===== config.mk =====
export PLATFORM = sky130hd
export DESIGN_NAME = wrap_safe_interval_timer_top_flat
export DESIGN_NICKNAME = d
export VERILOG_FILES = /design/src/rtl/wsit_pkg.sv /design/src/rtl/wsit_if.sv /design/src/rtl/wrap_safe_interval_timer_top.sv /design/src/rtl/wsit_core.sv /design/src/flat_wrapper.sv
export SDC_FILE = /design/constraint.sdc
export NUM_CORES = 1
export LEC_CHECK = 0
export BUFFER_PORTS_ARGS = -buffer_cell sky130_fd_sc_hd__buf_4
export CAP_MARGIN = 20
export CORE_ASPECT_RATIO = 0.9
export CORE_MARGIN = 2
export CORE_UTILIZATION = 50
export DETAILED_ROUTE_END_ITERATION = 10
export HOLD_SLACK_MARGIN = 0.15
export PLACE_DENSITY = 0.64
export SLEW_MARGIN = 20
export SYNTH_ARGS = -nofsm -noshare
export SYNTH_HDL_FRONTEND = slang
export SYNTH_SLANG_ARGS = --single-unit

===== constraint.sdc =====
create_clock -name clk -period 6.2 [get_ports clk]
set_clock_uncertainty 0.05 [all_clocks]
set_input_delay 0.93 -clock clk [delete_from_list [all_inputs] [get_ports clk]]
set_output_delay 0.93 -clock clk [all_outputs]
set_load 0.01 [all_outputs]

===== src/rtl/wsit_pkg.sv =====
// ----------------------------------------------------------------------------
// wsit_pkg
// Shared types and constants for the wrap-safe interval timer.
// ----------------------------------------------------------------------------
package wsit_pkg;

  localparam int TIME_WIDTH = 32;
  localparam int CMD_WIDTH  = 3;

  typedef logic [TIME_WIDTH-1:0] time_t;

  typedef enum logic [CMD_WIDTH-1:0] {
    CMD_POLL      = 3'd0,
    CMD_START     = 3'd1,
    CMD_START_NEW = 3'd2,
    CMD_CANCEL    = 3'd3,
    CMD_CHECK     = 3'd4
  } cmd_t;

  typedef struct packed {
    cmd_t  cmd;
    time_t now_ms;
    time_t interval_ms;
  } step_req_t;

  typedef struct packed {
    logic fired;
    logic expired_read;
    logic running_now;
  } step_rsp_t;

endpackage


===== src/rtl/wsit_if.sv =====
// ----------------------------------------------------------------------------
// wsit_if
// Valid/ready channels for timer commands and timer results.
// ----------------------------------------------------------------------------
interface wsit_req_if import wsit_pkg::*; ();
  logic                 valid;
  logic                 ready;
  logic [CMD_WIDTH-1:0] cmd;
  time_t                now_ms;
  time_t                interval_ms;

  modport source (output valid, output cmd, output now_ms, output interval_ms, input ready);
  modport sink   (input valid, input cmd, input now_ms, input interval_ms, output ready);
endinterface

interface wsit_rsp_if;
  logic valid;
  logic ready;
  logic fired;
  logic expired_read;
  logic running_now;

  modport source (output valid, output fired, output expired_read, output running_now,
                  input ready);
  modport sink   (input valid, input fired, input expired_read, input running_now,
                  output ready);
endinterface


===== src/rtl/wrap_safe_interval_timer_top.sv =====
// ----------------------------------------------------------------------------
// wrap_safe_interval_timer_top
// Wrap-safe millisecond interval timer with valid/ready command and result
// channels.
// ----------------------------------------------------------------------------
// Each command transaction (poll, start, start with new interval, cancel,
// check expired) carries the present millisecond counter value and yields
// exactly one result transaction. A command is captured in an input register,
// evaluated against the timer state once the output register can accept it
// and its result held in an output register; one command is taken every cycle
// while the result side keeps up. The user must write the recurring bit
// through cfg_we/cfg_data only while no command is in flight; the block
// itself does not enforce this.
module wrap_safe_interval_timer_top import wsit_pkg::*; (
  input  logic       clk,
  input  logic       rst,
  input  logic       cfg_we,
  input  logic       cfg_data,
  wsit_req_if.sink   req,
  wsit_rsp_if.source rsp
);

  logic      s1_valid;
  step_req_t s1_req;
  logic      s1_adv;
  logic      out_valid;
  step_rsp_t out_rsp;
  step_rsp_t core_rsp;

  assign s1_adv    = s1_valid && (!out_valid || rsp.ready);
  assign req.ready = !s1_valid || s1_adv;

  always_ff @(posedge clk) begin
    if (rst) begin
      s1_valid <= 1'b0;
    end else if (req.ready) begin
      s1_valid <= req.valid;
    end
  end

  always_ff @(posedge clk) begin
    if (req.ready && req.valid) begin
      s1_req.cmd         <= cmd_t'(req.cmd);
      s1_req.now_ms      <= req.now_ms;
      s1_req.interval_ms <= req.interval_ms;
    end
  end

  wsit_core u_core (
    .clk      (clk),
    .rst      (rst),
    .cfg_we   (cfg_we),
    .cfg_data (cfg_data),
    .step_en  (s1_adv),
    .req      (s1_req),
    .rsp      (core_rsp)
  );

  always_ff @(posedge clk) begin
    if (rst) begin
      out_valid <= 1'b0;
    end else if (s1_adv) begin
      out_valid <= 1'b1;
    end else if (rsp.ready) begin
      out_valid <= 1'b0;
    end
  end

  always_ff @(posedge clk) begin
    if (s1_adv) begin
      out_rsp <= core_rsp;
    end
  end

  assign rsp.valid        = out_valid;
  assign rsp.fired        = out_rsp.fired;
  assign rsp.expired_read = out_rsp.expired_read;
  assign rsp.running_now  = out_rsp.running_now;

endmodule


===== src/rtl/wsit_core.sv =====
// ----------------------------------------------------------------------------
// wsit_core
// Timer state and the single-step command logic.
// ----------------------------------------------------------------------------
module wsit_core import wsit_pkg::*; (
  input  logic      clk,
  input  logic      rst,
  input  logic      cfg_we,
  input  logic      cfg_data,
  input  logic      step_en,
  input  step_req_t req,
  output step_rsp_t rsp
);

  logic  recurring;
  logic  running, running_next;
  logic  expired_flag, expired_flag_next;
  logic  wraps, wraps_next;
  time_t trigger_time, trigger_time_next;
  time_t upper_limit, upper_limit_next;
  time_t interval, interval_next;

  time_t arm_ivl;
  logic  arm_wraps;
  time_t arm_trigger;
  logic  over;

  // arming: trigger wraps modulo the counter, upper limit is the start time
  assign arm_ivl     = (req.cmd == CMD_START_NEW) ? req.interval_ms : interval;
  assign arm_wraps   = (~req.now_ms) < arm_ivl;
  assign arm_trigger = req.now_ms + arm_ivl;

  always_comb begin
    if (wraps) begin
      over = running && (trigger_time <= req.now_ms) && (req.now_ms < upper_limit);
    end else begin
      over = running && ((trigger_time <= req.now_ms) || (req.now_ms < upper_limit));
    end
  end

  always_comb begin
    running_next      = running;
    expired_flag_next = expired_flag;
    wraps_next        = wraps;
    trigger_time_next = trigger_time;
    upper_limit_next  = upper_limit;
    interval_next     = interval;
    rsp.fired         = 1'b0;
    rsp.expired_read  = 1'b0;
    case (req.cmd)
      CMD_POLL, CMD_CHECK: begin
        if (over) begin
          rsp.fired         = 1'b1;
          expired_flag_next = 1'b1;
          if (recurring) begin
            wraps_next        = arm_wraps;
            trigger_time_next = arm_trigger;
            upper_limit_next  = req.now_ms;
          end else begin
            running_next = 1'b0;
          end
        end
        if (req.cmd == CMD_CHECK) begin
          rsp.expired_read  = expired_flag_next;
          expired_flag_next = 1'b0;
        end
      end
      CMD_START, CMD_START_NEW: begin
        running_next      = 1'b1;
        interval_next     = arm_ivl;
        wraps_next        = arm_wraps;
        trigger_time_next = arm_trigger;
        upper_limit_next  = req.now_ms;
      end
      CMD_CANCEL: begin
        running_next      = 1'b0;
        expired_flag_next = 1'b0;
      end
      default: begin
      end
    endcase
    rsp.running_now = running_next;
  end

  always_ff @(posedge clk) begin
    if (rst) begin
      recurring <= 1'b0;
    end else if (cfg_we) begin
      recurring <= cfg_data;
    end
  end

  always_ff @(posedge clk) begin
    if (rst) begin
      running      <= 1'b0;
      expired_flag <= 1'b0;
      wraps        <= 1'b0;
      trigger_time <= '0;
      upper_limit  <= '1;
      interval     <= '0;
    end else if (step_en) begin
      running      <= running_next;
      expired_flag <= expired_flag_next;
      wraps        <= wraps_next;
      trigger_time <= trigger_time_next;
      upper_limit  <= upper_limit_next;
      interval     <= interval_next;
    end
  end

endmodule


===== src/flat_wrapper.sv =====
// flat-port wrapper written by rule: the top's interface ports become plain ports
module wrap_safe_interval_timer_top_flat import wsit_pkg::*;
  (clk, rst, cfg_we, cfg_data, req_valid, req_cmd, req_now_ms, req_interval_ms, req_ready, rsp_valid, rsp_fired, rsp_expired_read, rsp_running_now, rsp_ready);
  wsit_req_if req_i ();
  wsit_rsp_if rsp_i ();
  input  logic clk;
  input  logic rst;
  input  logic cfg_we;
  input  logic cfg_data;
  input wire logic [$bits(req_i.valid)-1:0] req_valid;
  input wire logic [$bits(req_i.cmd)-1:0] req_cmd;
  input wire logic [$bits(req_i.now_ms)-1:0] req_now_ms;
  input wire logic [$bits(req_i.interval_ms)-1:0] req_interval_ms;
  output wire logic [$bits(req_i.ready)-1:0] req_ready;
  output wire logic [$bits(rsp_i.valid)-1:0] rsp_valid;
  output wire logic [$bits(rsp_i.fired)-1:0] rsp_fired;
  output wire logic [$bits(rsp_i.expired_read)-1:0] rsp_expired_read;
  output wire logic [$bits(rsp_i.running_now)-1:0] rsp_running_now;
  input wire logic [$bits(rsp_i.ready)-1:0] rsp_ready;
  assign req_i.valid = req_valid;
  assign req_i.cmd = req_cmd;
  assign req_i.now_ms = req_now_ms;
  assign req_i.interval_ms = req_interval_ms;
  assign req_ready = req_i.ready;
  assign rsp_valid = rsp_i.valid;
  assign rsp_fired = rsp_i.fired;
  assign rsp_expired_read = rsp_i.expired_read;
  assign rsp_running_now = rsp_i.running_now;
  assign rsp_i.ready = rsp_ready;
  wrap_safe_interval_timer_top u_core (.clk(clk), .rst(rst), .cfg_we(cfg_we), .cfg_data(cfg_data), .req(req_i), .rsp(rsp_i));
endmodule

==> metrics.md <==
| Metric | Value |
|---|---|
| Routed wire length | `22180 um` |
| Maximum clock insertion buffer count | `2` |
| Post-synthesis register bit count | `between 150 and 200` |
| Worst Path Max Fanout | `32` |
| Final setup margin | `1632 ps` |
| Peak supply drop | `0.0001735 V` |
| RSZ-0062 raised after global routing | `no` |
| Drt via density | `5.503` |
| FP Rows | `48` |
| CP cell instances | `nor3b_2 > buf_4 > mux2_2 > ha_1 > inv_1 > fa_1 > nor2b_1 > o31a_1 > o311ai_1 > a32oi_1 > a2111oi_2 > o21bai_1 > a21oi_1 > xor2_1 > o21ai_0` |
| CTS clk-pin slew, worst paths | `~70 ps` |
| Post-synthesis async set-or-reset flop share | `0%` |
| Post-place setup slack | `1699 ps` |
| Final min period | `4568 ps` |
| Post-CTS Resized | `0` |
| Post-layout total power | `about 0.0027 W` |
| Mean post-synth cell area | `9.777 sq um` |
| Pre-antenna DRT Iters | `5` |
| Fin. Hold Viols | `0` |
| DR WL/cell | `16.44 um` |
| Core ar. | `between 0.015 and 0.02 sq mm` |
| Layout cells sized above 1 | `11.74%` |
| Synthesized net count | `1218` |
| CP arrival | `4840 ps` |
| Post-synth cell types | `68` |
| Total die area | `between 0.02 and 0.025 sq mm` |
| Number of flops mapped to enable cells by yosys | `70` |
| Antenna-violating nets left | `0` |
| Top_reg_cell synth | `dfxtp_1` |
| Hold crit path type | `register to register` |
| Hold-fix buffers, CTS | `0` |
| Initial antenna violation count | `0` |
| Slew Limit Fails | `0` |
| Data required, critical path | `roughly 6500 ps` |
| Post-CTS Setup Inserts | `0` |
| Layout Area Growth over Synthesis | `13.90%` |
| First-pass GRT wire length | `36310 um` |
| # setup viols final | `0` |
| Slowest stage delay, CP | `540 ps` |
| Slowest CP cell | `buf_4` |
| Clk_lat worst skew | `about 430 ps` |
| CTS root buffer | `clkbuf_16` |
| Sum Neg Setup Slack | `0 ps` |
| Syn. warnings | `0` |
| Period utilization | `73.68%` |
| Max H-tree Level | `4` |
| Slew @ Worst Pin | `between 900 and 1000 ps` |
| Die X-Extent | `about 150 um` |
| Vias | `7423` |
| # IOs | `slightly below 80` |
| Leak pwr | `5.534 nW` |
| IO buf count | `77` |
| Antenna Cells | `0` |
| Clock Sinks | `172` |
| Die Y-Extent | `137.9 um` |
| CTS tree | `built` |
| Number of filler cells placed in the layout | `1693` |
| Fmax | `218.9 MHz` |
| Initial Util | `51.47%` |
| CP Capture Type | `register` |
| Drt drc | `0` |
| Final nets | `1286` |
| Slew margin rel. | `34.97%` |
| Max-cap viol count | `0` |
| Status | `complete, no violations` |
| Crit Path Category | `register to register` |
| Number of global-route vias before repair | `between 7000 and 8000` |
| GRT Util Overall | `21.66%` |
| HPWL after DPL | `15880 um` |
| CP startpoint kind | `register` |
| PD cells | `241.2 mW/mm^2` |
| Routability congestion estimate | `between 0.8 and 0.9` |
| TritonCTS buffer count | `17` |
| Mapped cell area | `roughly 0.010 sq mm` |
| Post-Syn Instances | `between 1000 and 1500` |
| Initial DRC count | `482` |
| Sequential area share after synthesis | `41.63%` |
| GR Overflow Total | `0` |
| Pin count of the biggest net entering global routing | `68` |
==> per-stage QoR <==
| stage | instance area (sq um) | cells | hold WS, ps | util (%) |
|---|---|---|---|---|
| final | 11340 | 1349 | 409.2 | 58.62 |
| after global routing | 11340 | 1349 | 446.7 | 58.62 |
| after CTS | 11340 | 1349 | 412.3 | 58.62 |
| after detailed placement | 10760 | 1317 | 403.2 | 55.66 |
| after global placement | 10760 | 1317 | 397.2 | 55.66 |
| after floorplan | 9953 | 1018 | 386.1 | - |
==> worst paths after layout <==
check                                 from                        endpoint  slack [ps]  cells after the start
max                      u_core.s1_req[64]  u_core.u_core.trigger_time[30]        1630                     15
min          u_core.u_core.trigger_time[1]   u_core.u_core.trigger_time[1]         410                      2
max reg2reg              u_core.s1_req[64]  u_core.u_core.trigger_time[30]        1630                     15
min reg2reg  u_core.u_core.trigger_time[1]   u_core.u_core.trigger_time[1]         410                      2
==> power breakdown <==
| group | total (W) | switching, W | internal (W) |
|---|---|---|---|
| clock network | 0.00106 | 0.000462 | 0.000596 |
| logic | 0.000413 | 0.000237 | 0.000176 |
| registers | 0.00126 | 0.0000302 | 0.00123 |
==> state kept, by name (all words and copies together), names as in the netlist, 32 cells and up <==
name	flops
u_core.u_core.upper_limit	32
u_core.u_core.interval	32
u_core.u_core.trigger_time	32
u_core.s1_req	67
==> worst max-delay path: cells and delay by family (launching register included) <==
family / cells / cell delay [ps]
xor gates and xnor gates: 1 / 170
adders and majority gates: 2 / 420
DFF: 1 / 500
buffers and inverters: 2 / 620
AOI/OAI and AO/OA: 7 / 1960
muxes: 1 / 430
and+or+nand+nor: 2 / 270
==> kinds of logic (layout without fill, tap and decap cells) <==
kind of cell,count (synthesis),after routing,share of synthesized area (%)
compound gates,256,256,17.76
xor+xnor,20,20,1.760
fa+ha+maj,128,128,16.15
buf+inv,144,225,5.833
flops,172,172,41.63
mux,55,55,5.544
simple gates,243,243,11.31
==> cells in the mapped netlist, drive strengths merged (14+ instances only) <==
| cell type | count | area, sq um |
|---|---|---|
| nand3 | 14 | 70.07 |
| mux2i | 54 | 540.5 |
| clkbuf | 26 | 97.59 |
| nand2 | 66 | 247.7 |
| o21a | 14 | 105.1 |
| dfxtp | 102 | 2042 |
| o211ai | 38 | 285.3 |
| a211oi | 42 | 315.3 |
| a21oi | 59 | 295.3 |
| edfxtp | 70 | 2102 |
| nand4 | 16 | 100.1 |
| nor2 | 90 | 337.8 |
| o21ai | 33 | 165.2 |
| a21o | 24 | 180.2 |
| ha | 126 | 1577 |
| inv | 104 | 390.4 |
==> layout make-up <==
type                       count  area (sq um)  share of cell area [%]
multi-input combinational    702          5240                   46.22
timing repair buffer          88         673.1                   5.938
tap                          250         312.8                   2.759
clock inverter                13         140.1                   1.236
inverter                     105         394.1                   3.476
clock buffer                  19         432.9                   3.819
sequential                   172          4144                   36.55
==> cell usage in the layout (no fill, tap or decap), drive strengths merged, types with 5 or more instances in the layout <==
cell | netlist | final
mux2i | 54 | 54
inv | 104 | 109
nand2 | 66 | 66
clkinv | 1 | 6
o21a | 14 | 14
nor3 | 12 | 12
nand3 | 14 | 14
nor2 | 90 | 90
nand2b | 10 | 10
edfxtp | 70 | 70
nor2b | 5 | 5
buf | 13 | 88
o2111ai | 5 | 5
a21oi | 59 | 59
clkbuf | 26 | 19
a2111oi | 6 | 6
ha | 126 | 126
o21ai | 33 | 33
a211oi | 42 | 42
dfxtp | 102 | 102
o211ai | 38 | 38
nand4 | 16 | 16
xor2 | 11 | 11
a21o | 24 | 24
xnor2 | 9 | 9
==> per-layer routing <==
| metal | share of wire [%] | vias to the layer above | track usage, % | wire length [um] |
|---|---|---|---|---|
| met4 | 0.77 | 0 | 5.041 | 170 |
| li1 | - | 3812 | - | - |
| met5 | 0 | - | 0 | 0 |
| met2 | 44 | 171 | 34.98 | 9836 |
| met3 | 4.8 | 12 | 3.688 | 1066 |
| met1 | 50 | 3428 | 30.70 | 11110 |
No activity file was read; power rests on OpenSTA's default activity.
